File: config.mk
export PLATFORM = sky130hd
export DESIGN_NAME = wli_ram
export DESIGN_NICKNAME = d
export VERILOG_FILES = /design/src/rtl/core/windowed_limited_integrator_macros.svh /design/src/rtl/core/wli_ram.sv
export SDC_FILE = /design/constraint.sdc
export NUM_CORES = 1
export LEC_CHECK = 0
export BUFFER_PORTS_ARGS = -buffer_cell sky130_fd_sc_hd__buf_2
export CAP_MARGIN = 10
export CORE_MARGIN = 2
export CORE_UTILIZATION = 40
export DETAILED_ROUTE_END_ITERATION = 12
export PLACE_DENSITY = 0.61
export REMOVE_ABC_BUFFERS = 1
export SKIP_LAST_GASP = 1
export SYNTH_ARGS = -nofsm -noshare
export SYNTH_HDL_FRONTEND = slang
export SYNTH_SLANG_ARGS = --single-unit
File: constraint.sdc
create_clock -name clk -period 1.6 [get_ports clk]
set_input_delay 0.08 -clock clk [delete_from_list [all_inputs] [get_ports clk]]
set_output_delay 0.08 -clock clk [all_outputs]
set_load 0.05 [all_outputs]
File: src/rtl/core/windowed_limited_integrator_macros.svh
// Assertion macros for the windowed limited integrator.
`ifndef WINDOWED_LIMITED_INTEGRATOR_MACROS_SVH
`define WINDOWED_LIMITED_INTEGRATOR_MACROS_SVH

`ifndef NO_ASSERTIONS
`define WLI_ASSERT(lbl, cond, msg) \
  lbl: assert property (@(posedge clk) disable iff (!rst_n) (cond)) else $error(msg);
`define WLI_ASSERT_IMP(lbl, ante, cons, msg) \
  lbl: assert property (@(posedge clk) disable iff (!rst_n) (ante) |-> (cons)) \
    else $error(msg);
`else
`define WLI_ASSERT(lbl, cond, msg)
`define WLI_ASSERT_IMP(lbl, ante, cons, msg)
`endif

`endif

File: src/rtl/core/wli_ram.sv
`timescale 1ns / 1ps
`default_nettype none
module wli_ram #(
  parameter int WIDTH = 8,
  parameter int DEPTH = 16
) (
  input  wire logic                             clk,
  input  wire logic                             we,
  input  wire logic [$clog2(DEPTH > 1 ? DEPTH : 2)-1:0] waddr,
  input  wire logic [WIDTH-1:0]                 wdata,
  input  wire logic [$clog2(DEPTH > 1 ? DEPTH : 2)-1:0] raddr,
  output logic      [WIDTH-1:0]                 rdata
);
  logic [WIDTH-1:0] mem [DEPTH];

  always_ff @(posedge clk) begin
    if (we) begin
      mem[waddr] <= wdata;
    end
    rdata <= mem[raddr];
  end
endmodule
`default_nettype wire

* Word-level counts from Yosys, hierarchy flattened
Memory sizes are Yosys's and may differ from the RTL's. A register that Yosys moved wholly into a read port is not among the register bits. Index checks and enable logic that the tools add are counted.
Word-level totals: register bits after elaboration 0, memory bits (writable) 128, input port bits 18, output and inout bits 8, logic and storage cells 3, memories kept 1
Memories:
- mem | words 16, width 8, read ports 1, clocked after memory_dff 1, wr ports 1, RTL line wli_ram.sv:14 | logic [WIDTH-1:0] mem [DEPTH];
Cells by class: muxes and demuxes 2
Operators by type and width (count):
- 1-bit two-way mux | 2

* Logic depth before layout (Yosys ltp)
Gate-level depths: netlist of the first run.
depth in word-level cells 2, mapped depth 5, depth with buffers taken out 3

* Worst setup path before layout of the first run
Ideal clock, no wire load.
kind input -> register, from in waddr[2] in the netlist's numbering, to mem mem[0][0], enable pin, library setup time 0.383 ns, arrival time 1.190 ns, data required time 1.217 ns, slack 0.027 ns, cell stages on the path 2, path buffers 0, cells stage by stage or3b_2 nor3_1
RTL lines:
- from (decl) | RTL line wli_ram.sv:9 | input wire logic [$clog2(DEPTH > 1 ? DEPTH : 2)-1:0] waddr,
- to (decl) | RTL line wli_ram.sv:14
No word-level cell before the write port.

==> results of run 1 <==
[Yosys cell counts, types with 2 or more instances]
library cell / n / area [um^2]
nor3_1: 4 / 20.0
a22oi_1: 16 / 120
buf_6: 3 / 33.8
nand3b_1: 2 / 15.0
mux4_2: 18 / 405
mux4_1: 14 / 368
nand2_1: 9 / 33.8
clkdlybuf4s25_2: 3 / 30.0
buf_2: 3 / 15.0
dfxtp_1: 8 / 160
nand2b_1: 2 / 12.5
edfxtp_1: 128 / 3840
nor2_1: 13 / 48.8
[path summary, 6_finish.rpt]
| kind | endpoint | startpoint |
|---|---|---|
| min | mem[6][3] | wdata[3] |
| min reg2reg | rdata[3] | mem[14][3] |
| max | rdata[0] | mem[5][0] |
| max reg2reg | rdata[0] | mem[5][0] |
[metal layers]
layer  wire [um]  global-route usage
met5           0                   0
met4         138              0.0602
met3         370              0.0443
met2        4640               0.233
met1        4390               0.200
[report_power, final]
part	internal (W)	total [W]	switching, W	leakage (nW)
Sequential	0.00398	0.00401	0.0000236	1.22
Clock	0.00293	0.00434	0.00142	0.325
Combinational	0.000169	0.000457	0.000288	0.605
Total	0.00708	0.00881	0.00173	2.15
[kinds of logic after synthesis]
| kind of cell | share of synthesized area |
|---|---|
| AO/OA/AOI/OAI | 0.0233 |
| buffers and inverters | 0.0168 |
| flip-flops | 0.778 |
| multiplexers | 0.150 |
| AND/OR/NAND/NOR | 0.0318 |
[registers in the layout, indices dropped and copies added (netlist names)]
| signal | cells |
|---|---|
| rdata | 8 |
| mem | 128 |
[worst max-delay path, stage by stage, from the launching register on]
cell,delay (ns)
edfxtp_1,0.36
mux4_1,0.56
a22oi_1,0.24
nand2_1,0.11
[metrics by stage]
step	std cells	util	area [um^2]	hold WS, ns
floorplan	219	-	5060	0.179
global placement	440	0.446	5610	0.470
detailed placement	440	0.446	5610	0.474
CTS	472	0.500	6280	0.0426
global route	472	0.500	6280	0.0540
finish	472	0.500	6280	0.0517
[placed cells by master (no fill, tap or decap), types with 2 or more instances in the layout]
cell / synthesis / final
buf_12: 0 / 2
bufinv_16: 0 / 6
mux4_2: 18 / 18
nand2b_1: 2 / 2
clkbuf_16: 0 / 17
nand3b_1: 2 / 2
edfxtp_1: 128 / 128
buf_2: 3 / 25
nor2_1: 13 / 13
clkinv_4: 0 / 5
nor3_1: 4 / 4
buf_4: 1 / 22
a22oi_1: 16 / 16
nand2_1: 9 / 9
dfxtp_1: 8 / 8
mux4_1: 14 / 14
[cell type report]
cell class                 instances  area [um^2]  area share
clock buffer                      17          425      0.0677
clock inverter                    15          249      0.0396
multi-input combinational         83         1060       0.168
sequential                       136         4000       0.637
tap                              172          215      0.0343
timing repair buffer              49          330      0.0526
==> results list, run 1 <==
- The number of global-route vias before repair came to ~2600.
- Across the run, the number of max-cap violations was 0.
- The clock passes through at most 2 buffers.
* Library cell used as clock root buffer: clkbuf_16
- The mapped netlist covers 5150 um^2.
* GRT Util Overall: 0.150
* Clk pin slew, worst setup/hold paths: ~0.06 ns
- Clock tree from TritonCTS: done
- Area growth syn-to-layout: 22.0%
- Synthesis inferred ~140 register bits.
- Static leakage: approximately 2.2 nW
- At the end of the flow, the number of nets in the layout was 305.
* Routed via count divided by cell count: 5.15
- Final total power: 0.00881 W
- The congestion estimate from routability-driven global placement came to 0.738.
- Number of distinct library cell variants in the gate-level netlist after synthesis: 19
- FILL cells: 992
* Chip height: about 120 um
- The die covers 13800 um^2.
- Initial Util: 0.410
- In the synthesized netlist the async set-or-reset flop fraction comes to 0.
- Setup repair after global routing left no endpoint under its margin.
- The critical path is of the reg2reg type.
* Ant. Diodes: 0
- The worst hold path belongs to the class in2reg.
- Number of sinks driven by the clock tree: 136
- Total congestion overflow after global routing: 0
- Worst-path fanout max: 1
- The H-tree generated during clock tree synthesis spans 4 levels.
- The worst path meets setup with 0.207 ns of slack.
- In the final timing run, aggregate negative setup slack is 0 ns.
- Count of final setup violators: 0
* Flop2flop setup slack: 0.21 ns
- IR analysis of the VDD net gives a maximum drop of 0.00127 V.
- The most used flip-flop cell after synthesis is edfxtp_1.
- The max-slew violation count came to 0.
- For this design, the CTS-stage hold fixing added 0 buffers.
- I/O Buffers: 25
* First-pass GRT wire length: about 15000 um
* TritonRoute pass-1 iters: 4
- In the finished design, the share of the clock period the worst path needs comes to 0.871.
- Synthesis Warnings: 0
* Fraction of layout instances using a drive strength above 1: 0.330
* HPWL after DPL: around 6300 um
- Hold Fails Final Rpt: 0
- The worst register-to-register path has a depth of 3.
- Number of core rows: 41
- Detailed-route via count: 2432
* Io pins: 26
- Critical path endpoint category: flop
* Highest achievable clock rate: 0.718 GHz
- Wire length per cell after detailed routing: approximately 20 um
- Gates resized during post-CTS repair numbered 0.
- Number of buffers added for setup after CTS: 0
- Data required time of the worst path: 1.88 ns
* Post-Synthesis Mean Instance Area: 22.5 um^2
- Number of antenna violations at the first check in global routing: 0
* Worst path arrival time: 1.67 ns
* Worst slack at placement: 0.00283 ns
- After layout, the minimum clock period comes to 1.39 ns.
- Result of the run: complete, no violations
- # DRC: 0
* Share of synthesized area occupied by flip-flops and latches: 0.778
- The worst setup path is launched from a flop.
* Slew headroom: 0.737
- The later pin in the worst-skew pair is clocked with a latency of 0.41 ns.
* Post-detailed-routing wire length: approximately 9500 um
* Setup Skew: between 0.007 and 0.008 ns
* Synthesized netlist cell count: 229
- Power spread over the standard cell area amounts to 1400 nW/um^2.
* Slew at the pin with the worst max-slew slack: 0.395 ns
- Die width: 117 um
- TritonCTS created 17 clock buffers.
* DRC marker count from the first detailed-route iteration: 132
- Counting instances, the worst hold path has a depth of 1.
- In this run the remaining antenna-violating nets after routing total 0.
- The region available for standard cell placement spans about 13000 um^2.
- Number of enable flip-flop cells after synthesis: 128
- Entering global routing, the biggest net connects 33 pins.
Note: power is estimated with default switching activity, not from simulation.
==> run 2: changes to the inputs <==
--- a/config.mk
+++ b/config.mk
@@ -7,7 +7,7 @@
 export LEC_CHECK = 0
 export BUFFER_PORTS_ARGS = -buffer_cell sky130_fd_sc_hd__buf_2
 export CAP_MARGIN = 10
-export CORE_MARGIN = 2
+export CORE_MARGIN = 5
 export CORE_UTILIZATION = 40
 export DETAILED_ROUTE_END_ITERATION = 12
 export PLACE_DENSITY = 0.61
==> results list, run 2 (synthesis gave the netlist of run 1 again) <==
- GRT Util Overall: 0.149
* Number of global-route vias before repair: 2579
- Register share of total power: 0.478
- HPWL after DPL: 6330 um
- For the worst setup path, the data arrival time is 1.72 ns.
* Maximum number of pins on one net before global-route repair: 33
- Of the total power, combinational logic draws 0.055.
- Count of hold-fix buffers inserted at cts: 0
- Core Util, Final: 0.491
- The die covers about 15000 um^2.
- Final total power: 0.00839 W
* PnR worst setup slack: 0.164 ns
- Path type of the worst setup path: reg2reg
- Clock tree from TritonCTS: done
- Initial Util: 0.408
- Setup repair after global routing left no endpoint under its margin.
* Part of the cycle the worst path needs: 0.897
- Registers with the highest flip-flop counts: mem (128), rdata (8)
* Number of core rows: 41
* Launching point of the worst reg2reg path: mem[5][0]
* Slew at the pin with the worst max-slew slack: 0.432 ns
- Of the total power, the clock network draws 0.468.
- Area growth syn-to-layout: 20.4%
* Wire length per cell after detailed routing: 21.4 um
- Detailed-route via count: 2438
* Data required time of the worst path: 1.88 ns
- In the layout the commonest cells are 128 x edfxtp_1, 25 x buf_2, 19 x buf_4.
* Fraction of layout instances using a drive strength above 1: 0.305
- The number of buffers and inverters on the critical path is 0.
- Worst slack at placement: 0.101 ns
* Number of buffers added for setup after CTS: 0
- Instance count after placement with tap cells included: 438
- Using the TritonRoute via totals, the vias-per-cell ratio works out to 5.19.
* Routability congestion estimate: between 0.7 and 0.8
- Clk pin slew, worst setup/hold paths: about 0.06 ns
* Worst-path fanout max: 1
- Buffers inserted during clock tree synthesis total 17.
* DRC marker count from the first detailed-route iteration: approximately 200
- Counting every sink on the clock net gives 136.
- Counting along the longest clock path gives a buffer depth of 2.
* Clock Latency Late Sink: 0.41 ns
* Top delay family on crit path: multiplexers
- H-tree lvl count: 4
- Total congestion overflow after global routing: 0
- Hold Fails Final Rpt: 0
- Cell Int Power: 0.00673 W
- # DRC: 0
* I/O Buffers: 25
- Category of the worst setup path launch point: flop
* Flop2flop setup slack: about 0.16 ns
- Of the total power, the share spent switching nets is 0.197.
- Based on the critical path, the design can be clocked at up to 0.697 GHz.
- The die is 123 um wide.
* Worst hold path type: in2reg
* Total of cells resized after clock tree synthesis: 0
- Number of antenna violations at the first check in global routing: 0
- In this run the clock root is driven by a clkbuf_16.
- Setup violations remaining at the end of the flow were counted as 0.
* Minimum clock period after layout: roughly 1.4 ns
* Net count, final: roughly 300
- Leaving out fill and tap cells, the most frequent cell in the layout is edfxtp_1.
- Setup Skew: 0.0123 ns
* TritonRoute pass-1 iters: 5
- Sw Pwr: 0.00165 W
* Largest register by flop count: mem
- Once detail routing completed, the nets flagged for antenna violations numbered 0.
- Critical path endpoint category: flop
* Count of final max-slew check failures: 0
- In this run the worst setup path begins at mem[5][0].
* Chip height: 123 um
- For this design, the slowest cell found on the critical path is mux4_1.
* Flip-flop count of the largest register after layout: 128
- Critical path, cell by cell: mux4_1, a22oi_1, nand2_1
- Static leakage: around 2.1 nW
- Across the run, the number of max-cap violations was 0.
- The first global-routing pass estimated 15700 um of wire.
- The number of antenna diodes in the final layout is 0.
- Slew headroom: 0.712
* Post-detailed-routing wire length: 10100 um
- Across the VDD grid, the largest voltage drop is between 0.0008 and 0.0009 V.
* Placeable core region: 12600 um^2
- Result of the run: complete, no violations
* Final Instance Count excl. Fillers: 470
* Largest stage delay, worst path: 0.55 ns
- Fill cells in the final layout number 1086.
- For this design the ratio of total power to cell area is between 1000 and 1500 nW/um^2.
- For the final routed database, the setup TNS stands at 0 ns.
* Startpoint of the lowest-slack hold path: wdata[4]
* Io pins: 26
## run 2: cell types whose count changed in the layout (fill, tap and decap cells not counted), sizes merged
cell / before / now
clkinv: 7 / 6
clkbuf: 17 / 21
inv: 1 / 0
bufinv: 6 / 4
buf: 49 / 47
## run 2: power groups by stage
stage	clock (W)	sequential, W	combinational (W)
floorplan	0	0.00416	0.000160
global placement	0	0.00408	0.000453
detailed placement	0	0.00408	0.000463
CTS	0.00400	0.00401	0.000465
global route	0.00418	0.00401	0.000492
finish	0.00392	0.00401	0.000458
## run 2: metal layers
metal | global-route usage | share of wire | vias to the layer above
met3 | 0.0467 | 0.038 | 4
li1 | - | - | 1085
met1 | 0.202 | 0.46 | 1305
met5 | 0 | 0 | -
met4 | 0.0478 | 0.0089 | 0
met2 | 0.231 | 0.49 | 44
## run 2: worst reg2reg max path, cell delays in order, from the launching register on
cell and delay, ns:
edfxtp_1 0.37, mux4_1 0.55, a22oi_1 0.30, nand2_1 0.10
## run 2: worst paths after layout
kind | depth (start not counted) | endpoint
setup / recovery | 3 | rdata[0]
hold / removal | 1 | mem[13][4]
setup reg to reg | 3 | rdata[0]
hold reg to reg | 3 | rdata[2]
## run 2: area by class of cell
class	instances	area (um^2)	share of cell area
timing repair buffer	47	328	0.0529
clock inverter	11	154	0.0248
clock buffer	21	440	0.0711
tap	172	215	0.0347
multi-input combinational	83	1060	0.171
sequential	136	4000	0.646
## run 2: metrics by stage
step,hold WS (ns),area [um^2]
final,0.0530,6200
after global routing,0.0600,6200
after CTS,0.0465,6200
after detailed placement,0.479,5600
after global placement,0.464,5600
after floorplan,0.179,5060
