===== config.mk =====
export PLATFORM = sky130hd
export DESIGN_NAME = wli_rem
export DESIGN_NICKNAME = d
export VERILOG_FILES = /design/src/rtl/core/windowed_limited_integrator_macros.svh /design/src/rtl/core/wli_pkg.sv /design/src/rtl/core/wli_rem.sv
export SDC_FILE = /design/constraint.sdc
export NUM_CORES = 1
export LEC_CHECK = 0
export BUFFER_PORTS_ARGS = -buffer_cell sky130_fd_sc_hd__buf_2
export CORE_UTILIZATION = 35
export DETAILED_ROUTE_END_ITERATION = 6
export GPL_ROUTABILITY_DRIVEN = 0
export PLACE_DENSITY = 0.53
export SYNTH_ARGS = -nofsm -noshare
export SYNTH_HDL_FRONTEND = slang
export SYNTH_SLANG_ARGS = --single-unit

===== constraint.sdc =====
create_clock -name clk -period 6.2 [get_ports clk]
set_input_delay 0 -clock clk [delete_from_list [all_inputs] [get_ports clk]]
set_output_delay 0 -clock clk [all_outputs]
set_load 0.005 [all_outputs]

===== src/rtl/core/windowed_limited_integrator_macros.svh =====
// Assertion macros for the windowed limited integrator.
`ifndef WINDOWED_LIMITED_INTEGRATOR_MACROS_SVH
`define WINDOWED_LIMITED_INTEGRATOR_MACROS_SVH

`ifndef NO_ASSERTIONS
`define WLI_ASSERT(lbl, cond, msg) \
  lbl: assert property (@(posedge clk) disable iff (!rst_n) (cond)) else $error(msg);
`define WLI_ASSERT_IMP(lbl, ante, cons, msg) \
  lbl: assert property (@(posedge clk) disable iff (!rst_n) (ante) |-> (cons)) \
    else $error(msg);
`else
`define WLI_ASSERT(lbl, cond, msg)
`define WLI_ASSERT_IMP(lbl, ante, cons, msg)
`endif

`endif


===== src/rtl/core/wli_pkg.sv =====
`timescale 1ns / 1ps
`default_nettype none
package wli_pkg;

  localparam int WINDOW_DEPTH = 256;
  localparam int SAMPLE_WIDTH = 32;
  localparam int TIME_WIDTH   = 32;

  localparam int IDX_W  = (WINDOW_DEPTH > 1) ? $clog2(WINDOW_DEPTH) : 1;
  localparam int CNT_W  = $clog2(WINDOW_DEPTH + 1);
  localparam int SUM_W  = 64;
  localparam int DVD_W  = SUM_W + 1;
  localparam int SPAN_W = 33;
  localparam int ENT_W  = SAMPLE_WIDTH + TIME_WIDTH;
  localparam int ADDR_W = 5;

  localparam logic [1:0] LIM_SAT  = 2'd1;
  localparam logic [1:0] LIM_WRAP = 2'd2;
  localparam logic [1:0] WIN_TICK = 2'd1;
  localparam logic [1:0] WIN_SMPL = 2'd2;

  localparam logic [2:0] REG_LIMIT_MODE  = 3'd0;
  localparam logic [2:0] REG_UPPER       = 3'd1;
  localparam logic [2:0] REG_LOWER       = 3'd2;
  localparam logic [2:0] REG_INIT        = 3'd3;
  localparam logic [2:0] REG_WINDOW_MODE = 3'd4;
  localparam logic [2:0] REG_WIN_SAMPLES = 3'd5;
  localparam logic [2:0] REG_WIN_TICKS   = 3'd6;

  typedef struct packed {
    logic signed [SAMPLE_WIDTH-1:0] sample;
    logic                           restart;
    logic [TIME_WIDTH-1:0]          timestamp;
  } in_req_t;

  typedef struct packed {
    logic signed [31:0] result;
    logic               window_overflow;
  } out_rsp_t;

  typedef enum logic [2:0] {
    ST_IDLE,
    ST_RD,
    ST_EV,
    ST_PUSH,
    ST_LIM,
    ST_DIV,
    ST_OUT
  } state_t;

endpackage
`default_nettype wire


===== src/rtl/core/wli_rem.sv =====
`timescale 1ns / 1ps
`default_nettype none
module wli_rem
  import wli_pkg::*;
(
  input  wire logic              clk,
  input  wire logic              rst_n,
  input  wire logic              start,
  input  wire logic [DVD_W-1:0]  dividend,
  input  wire logic [SPAN_W-1:0] divisor,
  output logic                   busy,
  output logic                   done,
  output logic [SPAN_W-1:0]      remainder
);
  localparam int CW = $clog2(DVD_W + 1);

  logic [DVD_W-1:0]  q_r, q_nxt;
  logic [SPAN_W-1:0] rem_r, rem_nxt;
  logic [SPAN_W-1:0] dvs_r, dvs_nxt;
  logic [CW-1:0]     cnt_r, cnt_nxt;
  logic              busy_r, busy_nxt;
  logic              done_r, done_nxt;
  logic [SPAN_W:0]   trial;

  always_comb begin
    q_nxt    = q_r;
    rem_nxt  = rem_r;
    dvs_nxt  = dvs_r;
    cnt_nxt  = cnt_r;
    busy_nxt = busy_r;
    done_nxt = 1'b0;
    trial    = {rem_r, q_r[DVD_W-1]};
    if (start) begin
      q_nxt    = dividend;
      rem_nxt  = '0;
      dvs_nxt  = divisor;
      cnt_nxt  = CW'(DVD_W);
      busy_nxt = 1'b1;
    end else if (busy_r) begin
      if (trial >= {1'b0, dvs_r}) begin
        rem_nxt = SPAN_W'(trial - {1'b0, dvs_r});
      end else begin
        rem_nxt = trial[SPAN_W-1:0];
      end
      q_nxt   = {q_r[DVD_W-2:0], 1'b0};
      cnt_nxt = cnt_r - 1'b1;
      if (cnt_r == CW'(1)) begin
        busy_nxt = 1'b0;
        done_nxt = 1'b1;
      end
    end
  end

  always_ff @(posedge clk) begin
    if (!rst_n) begin
      busy_r <= 1'b0;
      done_r <= 1'b0;
      cnt_r  <= '0;
    end else begin
      busy_r <= busy_nxt;
      done_r <= done_nxt;
      cnt_r  <= cnt_nxt;
    end
    q_r   <= q_nxt;
    rem_r <= rem_nxt;
    dvs_r <= dvs_nxt;
  end

  assign busy      = busy_r;
  assign done      = done_r;
  assign remainder = rem_r;
endmodule
`default_nettype wire


# ---- After elaboration in Yosys (flattened, before gate mapping)
# Cells that the tools add are included.
dict set report word_totals {
  mem_count 0
  ramBits 0
  elab_cells 25
  latch_bits 0
  romBits 0
  regBits 140
  in_bits 101
}
dict set report classes {
  n_eq_ne 1
  div 0
  multipliers 0
  addsub 2
  n_reduce_logical 3
  n_mux 9
  order_cmp 1
  bitwise 2
  shifts 0
}
# operator count
set op_table {}
lappend op_table {{two-way mux 65 bit} 2}
lappend op_table {{greater-or-equal comparator 34 x 33 -> 1 bit} 1}
lappend op_table {{two-way mux 33 bit} 1}
lappend op_table {{subtractor 33 bit} 1}
lappend op_table {{two-way mux 7 bit} 2}
lappend op_table {{== test 7 x 1 -> 1 bit, second input constant} 1}
lappend op_table {{subtractor 7 x 1 -> 7 bit, second input constant} 1}
lappend op_table {{two-way mux 1 bit} 4}
lappend op_table {{OR reduction 3 bit} 1}
lappend op_table {{inverter 1 bit} 2}
lappend op_table {{nonzero test 2 bit} 1}
lappend op_table {{OR reduction 2 bit} 1}

# ---- Depth between registers and ports, before layout
# Gate-level depths: netlist (run 1).
dict set report logic_depth {
  word_depth 4
  mapped_depth 13
}

# ---- Worst setup path before layout (run 1)
# No wires, ideal clock.
dict set report synth_path {
  path_type {register -> register}
  start {reg q_r[64]}
  end {reg rem_r[32], in the netlist remainder[32]}
  path_buffers 0
  path_slack_ns 3.296
  arrival_time_ns 2.820
  required_time_ns 6.116
  stages_incl_launch_ff 13
  cell_sequence {edfxtp_1 inv_1 ha_1 inv_1 fa_1 a21o_1 a221o_1 a211o_1 nand2_1 a21oi_1 or4_1 and4_1 o31ai_2}
}
dict set report synth_via {
  elab_chain_len 2
}
# item line_no
set synth_lines {}
lappend synth_lines {{from (decl)} wli_rem.sv:17} ;# logic [DVD_W-1:0] q_r, q_nxt;
lappend synth_lines {{from (signal assigned)} wli_rem.sv:64} ;# q_r <= q_nxt;
lappend synth_lines {{subtractor 33 bit / greater-or-equal comparator 34 x 33 -> 1 bit (equally long branches)} {wli_rem.sv:41, wli_rem.sv:40}}
lappend synth_lines {{two-way mux 33 bit *} wli_rem.sv:40} ;# if (trial >= {1'b0, dvs_r}) begin
lappend synth_lines {{to (signal assigned)} wli_rem.sv:65} ;# rem_r <= rem_nxt;
lappend synth_lines {{to (decl)} wli_rem.sv:18} ;# logic [SPAN_W-1:0] rem_r, rem_nxt;
# Every way passes the cells marked *; elsewhere a longest branch is shown, timed or not.
# A chain may end at the register's enable or synchronous reset.

# ---- Worst setup path in the final report (run 1)
# Ends and elaborated chain as after synthesis.

==> impl_metrics.toml, run 1 <==
[status]
status = "finished, final reports clean"

[worst_setup_path]
path_class = "reg -> reg"
critPathLaunchType = "register"
cp.required_ns = 6.52
cp_max_fo = 4
arrival_ns = 3.48
crit_path_start = "q_r[64]"
r2r_setup_slack_ns = 3.04
worstReg2RegEnd = "remainder[32]"
r2r_start = "q_r[64]"
reg2reg_depth = 12
end_kind = "register"

[synthesis]
yosysTopAreaCell = "edfxtp_1"
synthArstFlopShare_pct = 0
ys_dominant_reg_cell = "edfxtp_1"
ys_seq_area_share_pct = 50.06
ys_ff_latch = 140
syn-cell-area_um2 = 7558
synth.net_count = 806
synth_cell_types = 66
synthCells = 669
synth_edf_count = 98
synth_top_area_share_pct = 38.93
synth_area_leaders = "edfxtp_1 (39%), dfxtp_1 (11%), mux2_2 (9.7%), ha_1 (5.8%), mux2i_1 (2.4%)"
avgSynthCellArea_um2 = 11.30
ys.warnings.count = 0

[route]
num_vias = 5929
drc_errors = 0
postRouteAntennaNets = 0
wl_per_cell_um = 15.27
wl_um = 18170
drtIter0Drc = 256
via_per_inst = 4.982
dr.pass1.iters = 4

[cells_and_area]
drive_above_1_share_pct = 28.12
instances_no_fill = 1190
fin_nets = 1039
area_growth_pct = 33.17
final_cell_mix = "buf_2 (134), dlygate4sd3_1 (100), edfxtp_1 (98), mux2_2 (65)"
layout_commonest_cell = "buf_2"
fillers = 1987
post-route-util_pct = 47.73

[clocking]
cts_tree = "built"
cts_max_level = 4
cts_buffers = 17
post-cts-setup-buffers = 0
clk_path_buf_depth = 2
clk_latency_ns = 0.42
clockRootBuffer = "clkbuf_16"
clock_sinks = 140
path_clk_slew_ns = 0.06
cts.repair.resized = 0

[global_route]
track_usage_pct = 17.21
grt_pass1_vias = 6184
grt_max_degree = 78
grt_use_met1_pct = 21.20
antenna_found_initial = 1
grt_pass1_wl_um = 30040
grt-ovfl-total = 0
grt-busiest-layer = "met2"
gr-usage-met2_pct = 29.23
grt_use_met3_pct = 4.801

[pwr]
swShare_pct = 26.94
p_per_area_nw_per_um2 = 256.1
p_clk_share_pct = 38.0
internal-power_uw = 1883
combPwrFrac_pct = 18.0
leakage_uw = 0.004190
pwr-share-seq_pct = 44.0
irDropWorstVdd_mv = 0.1510
p_sw_uw = 694.4
power.total_uw = 2578

[timing]
setup-tns-final_ns = 0
fin_worst_skew_ns = 0.008553
worstMarginPinSlew_ns = 1.177
hold_viol = 0
rsz0062_at_grt = "no"
period_minus_slack_ns = 3.163
post-route-period-util_pct = 51.01
final-max-slew-violation-count = 0
relSlewSlack_pct = 21.26
setup_slack_ns = 3.037
clock.fmax_mhz = 316.2
finalSetupViolCount = 0

[die]
pin_count = 136
rows = 53
die-area_um2 = 22190
chipHeight_um = 149.0
start_util_pct = 35.84
fp.dieW_um = 149.0
core_area_um2 = 21090

[worst_hold_path]
min_to = "dvs_r[8]"
min_path_cells = 2
min_path_type = "in -> reg"
min_from = "divisor[8]"

[run]
cap_violations = 0

[place]
dp.cells = 1058
dp_hpwl_um = 12600
post-place-ws_ns = 3.075
port_buffers = 135
==> area by class of cell <==
type | instances | area [µm²] | share of cell area [%]
Timing Repair Buffer | 241 | 1724 | 17.13
Clock buffer | 17 | 425.4 | 4.226
Antenna cell | 1 | 2.502 | 0.02486
Sequential cell | 140 | 3785 | 37.60
Multi-Input combinational cell | 458 | 3485 | 34.62
Tap cell | 275 | 344.1 | 3.418
Inverter | 44 | 165.2 | 1.641
Clock inverter | 14 | 135.1 | 1.342
==> worst max-delay path: stages (launching register included) <==
cell and delay, ns:
edfxtp_1 0.38, inv_1 0.07, ha_1 0.15, inv_1 0.06
fa_1 0.39, a21o_1 0.22, a221o_1 0.38, a211o_1 0.32
nand2_1 0.10, a21oi_1 0.11, or4_1 0.48, and4_1 0.21
o31ai_2 0.20
==> timing repair <==
action / CTS / global route
hold buffers: 100 / 0
endpoints found under the hold margin: 109 / 0
setup endpoints to repair: 0 / 0
==> stage by stage <==
step | cell area, µm² | hold WS, ns
6_report | 10070 | 0.2941
5_1_grt | 10070 | 0.2792
4_1_cts | 10060 | 0.2726
3_5_place_dp | 8502 | 0.1781
3_3_place_gp | 8502 | 0.1787
2_1_floorplan | 7559 | 0.09887
==> worst max path at each step <==
stage               endpoint  cells past startpoint
2_1_floorplan  remainder[32]                     12
3_3_place_gp   remainder[32]                     12
3_5_place_dp   remainder[32]                     12
4_1_cts        remainder[32]                     12
5_1_grt        remainder[32]                     12
6_report       remainder[32]                     12
==> synthesized netlist by cell type, drive strengths merged, types with 6 or more instances <==
cell type,number
a211oi,18
a21o,9
a21oi,35
and2,6
and3,8
clkbuf,22
dfxtp,42
edfxtp,98
ha,35
inv,44
mux2,65
mux2i,18
nand2,49
nand2b,7
nand3,7
nand4,10
nor2,47
nor3,9
o211ai,6
o21ai,18
o31ai,6
or3,6
xnor2,18
xor2,14
==> routing by layer <==
metal	vias up	routed length, µm
met3	16	822
met2	149	8879
li1	2956	-
met5	-	0
met1	2808	8243
met4	0	221
==> registers in the layout (all words and copies together), names as in the netlist <==
name	cells
busy	1
cnt_r	7
remainder	33
done	1
dvs_r	33
q_r	65
==> cells by family after synthesis <==
kind of cell    count (synthesis)  synth area share [%]
mux                            83                 12.07
fa+ha+maj                      36                 6.059
buf+inv                        71                 3.840
xor+xnor                       32                 3.708
flops                         140                 50.06
compound gates                137                 13.18
simple gates                  170                 11.09
==> power by group through the flow <==
stage                     Clock [µW]  Combinational [µW]  Sequential (µW)
after floorplan                    0                 295             1140
after global placement             0                 407             1150
after detailed placement           0                 413             1160
after CTS                       1010                 464             1140
after global routing            1050                 515             1150
final                            980                 463             1130
Note: power is estimated with default switching activity, not from simulation.
==> inputs of run 2 (changes only) <==
- clock period: 6.2 -> 3.3 ns (I/O delays scaled with it)
==> impl_metrics.toml, run 2 (synthesized netlist as in run 1, its figures left out) <==
[status]
status = "finished, final reports clean"

[timing]
finalSetupViolCount = 0
hold_viol = 0
clock.fmax_mhz = 318.9
post-route-period-util_pct = 95.01
setup_slack_ns = 0.1647
period_minus_slack_ns = 3.135
worstMarginPinSlew_ns = 0.8329
whs_ns = 0.1336
relSlewSlack_pct = 44.47
fin_worst_skew_ns = 0.01472
final-max-slew-violation-count = 0

[worst_setup_path]
cp_max_fo = 4
arrival_ns = 3.49
critPathLaunchType = "register"
critPathSlowestCell = "or4_1"
cpMostUsedCell = "inv_1"
path_class = "reg -> reg"
end_kind = "register"
slowest_delay_ns = 0.45
cp.required_ns = 3.65
path_cells = "inv_1 -> ha_1 -> inv_1 -> fa_1 -> a21o_1 -> a221o_1 -> a211o_1 -> nand2_2 -> a21oi_2 -> or4_1 -> and4_4 -> o31ai_2"

[global_route]
antenna_found_initial = 0
grt_pass1_vias = 6035
grt_max_degree = 95
grt-ovfl-total = 0
track_usage_pct = 17.25
grt_pass1_wl_um = 29900

[route]
wl_um = 18320
wl_per_cell_um = 15.29
via_per_inst = 5.031
drc_errors = 0
dr.pass1.iters = 4
num_vias = 6027
postRouteAntennaNets = 0
drtIter0Drc = 234

[cells_and_area]
layout_commonest_cell = "buf_2"
num_antenna_cells = 0
post-route-util_pct = 48.33
stdcell_area_um2 = 10190
instances_no_fill = 1198
final_cell_mix = "buf_2 (134), dlygate4sd3_1 (99), edfxtp_1 (98), mux2_2 (65), nor2_1 (47)"
largest_register_ffs = 65
area_growth_pct = 34.85
drive_above_1_share_pct = 29.14
fin_nets = 1047
max_flop_register = "q_r"

[die]
core_area_um2 = 21090
start_util_pct = 35.84
pin_count = 136
fp.dieW_um = 149.0
chipHeight_um = 149.0
die-area_um2 = 22190
rows = 53

[clocking]
clk_path_buf_depth = 2
cts_tree = "built"
clk_latency_ns = 0.44
path_clk_slew_ns = 0.07
cts_max_level = 4
clock_sinks = 140
clockRootBuffer = "clkbuf_16"
cts_buffers = 17

[pwr]
leakage_uw = 0.004260
irDropWorstVdd_mv = 0.3005
p_per_area_nw_per_um2 = 490.6

[place]
placed_area_um2 = 8549
dp.cells = 1061
post-place-ws_ns = 0.06167
dp_hpwl_um = 12430
port_buffers = 135

[run]
cap_violations = 0

[worst_hold_path]
min_path_type = "in -> reg"
==> run 2: cell types whose count changed in the layout (fill, tap and decap cells not counted), sizes merged <==
| cell | before | now |
|---|---|---|
| inv | 51 | 54 |
| bufinv | 1 | 2 |
| clkbuf | 17 | 18 |
| buf | 141 | 150 |
| clkinvlp | 0 | 1 |
| clkinv | 6 | 1 |
| diode | 1 | 0 |
| dlygate4sd3 | 100 | 99 |
==> run 2: worst max-delay path: cells and delay by family, from the launching register on <==
kind | cells | cell delay, ns
simple gates | 3 | 0.78
buf+inv | 2 | 0.13
compound gates | 5 | 1.21
flops | 1 | 0.38
fa+ha+maj | 2 | 0.56
==> run 2: timing repair <==
item                       in CTS  in global routing
hold endpoints to repair      107                  0
hold buffers                   99                  0
resized for setup               0                  4
setup endpoints to repair       0                 23
setup buffers                   0                  6
==> run 2: path summary, 6_finish.rpt <==
path,slack (ns),depth (start not counted),endpoint,start
worst min-delay path,0.13,5,remainder[2],start
worst max register to register,0.16,12,remainder[32],q_r[64]
worst max-delay path,0.16,12,remainder[32],q_r[64]
worst min register to register,0.51,2,cnt_r[1],cnt_r[1]
==> run 2: layout make-up <==
cell class,instances,area [µm²]
fillers,1942,10900
flip-flops and latches,140,3785
multi-input cells,458,3493
repair buffers,249,1807
clock buffers,18,429.2
well taps,275,344.1
clock inverters,14,168.9
inverters,44,165.2
==> run 2: metal layers <==
layer / vias to the layer above / track usage [%] / routed length [µm]
met4: 0 / 6.276 / 315
met5: - / 0 / 0
met2: 183 / 28.37 / 8760
met3: 20 / 4.740 / 1008
li1: 2969 / - / -
met1: 2855 / 21.55 / 8238
==> run 2: where the power goes <==
group / leakage [µW] / total, µW / internal (µW) / switching (µW)
logic: 0.00265 / 880 / 436 / 444
registers: 0.00132 / 2130 / 2060 / 69.6
clock network: 0.000292 / 1990 / 1140 / 849
total: 0.00426 / 5000 / 3640 / 1360
==> run 2: through the flow <==
stage,TNS [ns],power [µW]
after global routing,-0.007256,5250
after detailed placement,0,2948
after CTS,0,5058
after global placement,0,2934
final,0,5001
after floorplan,0,2699
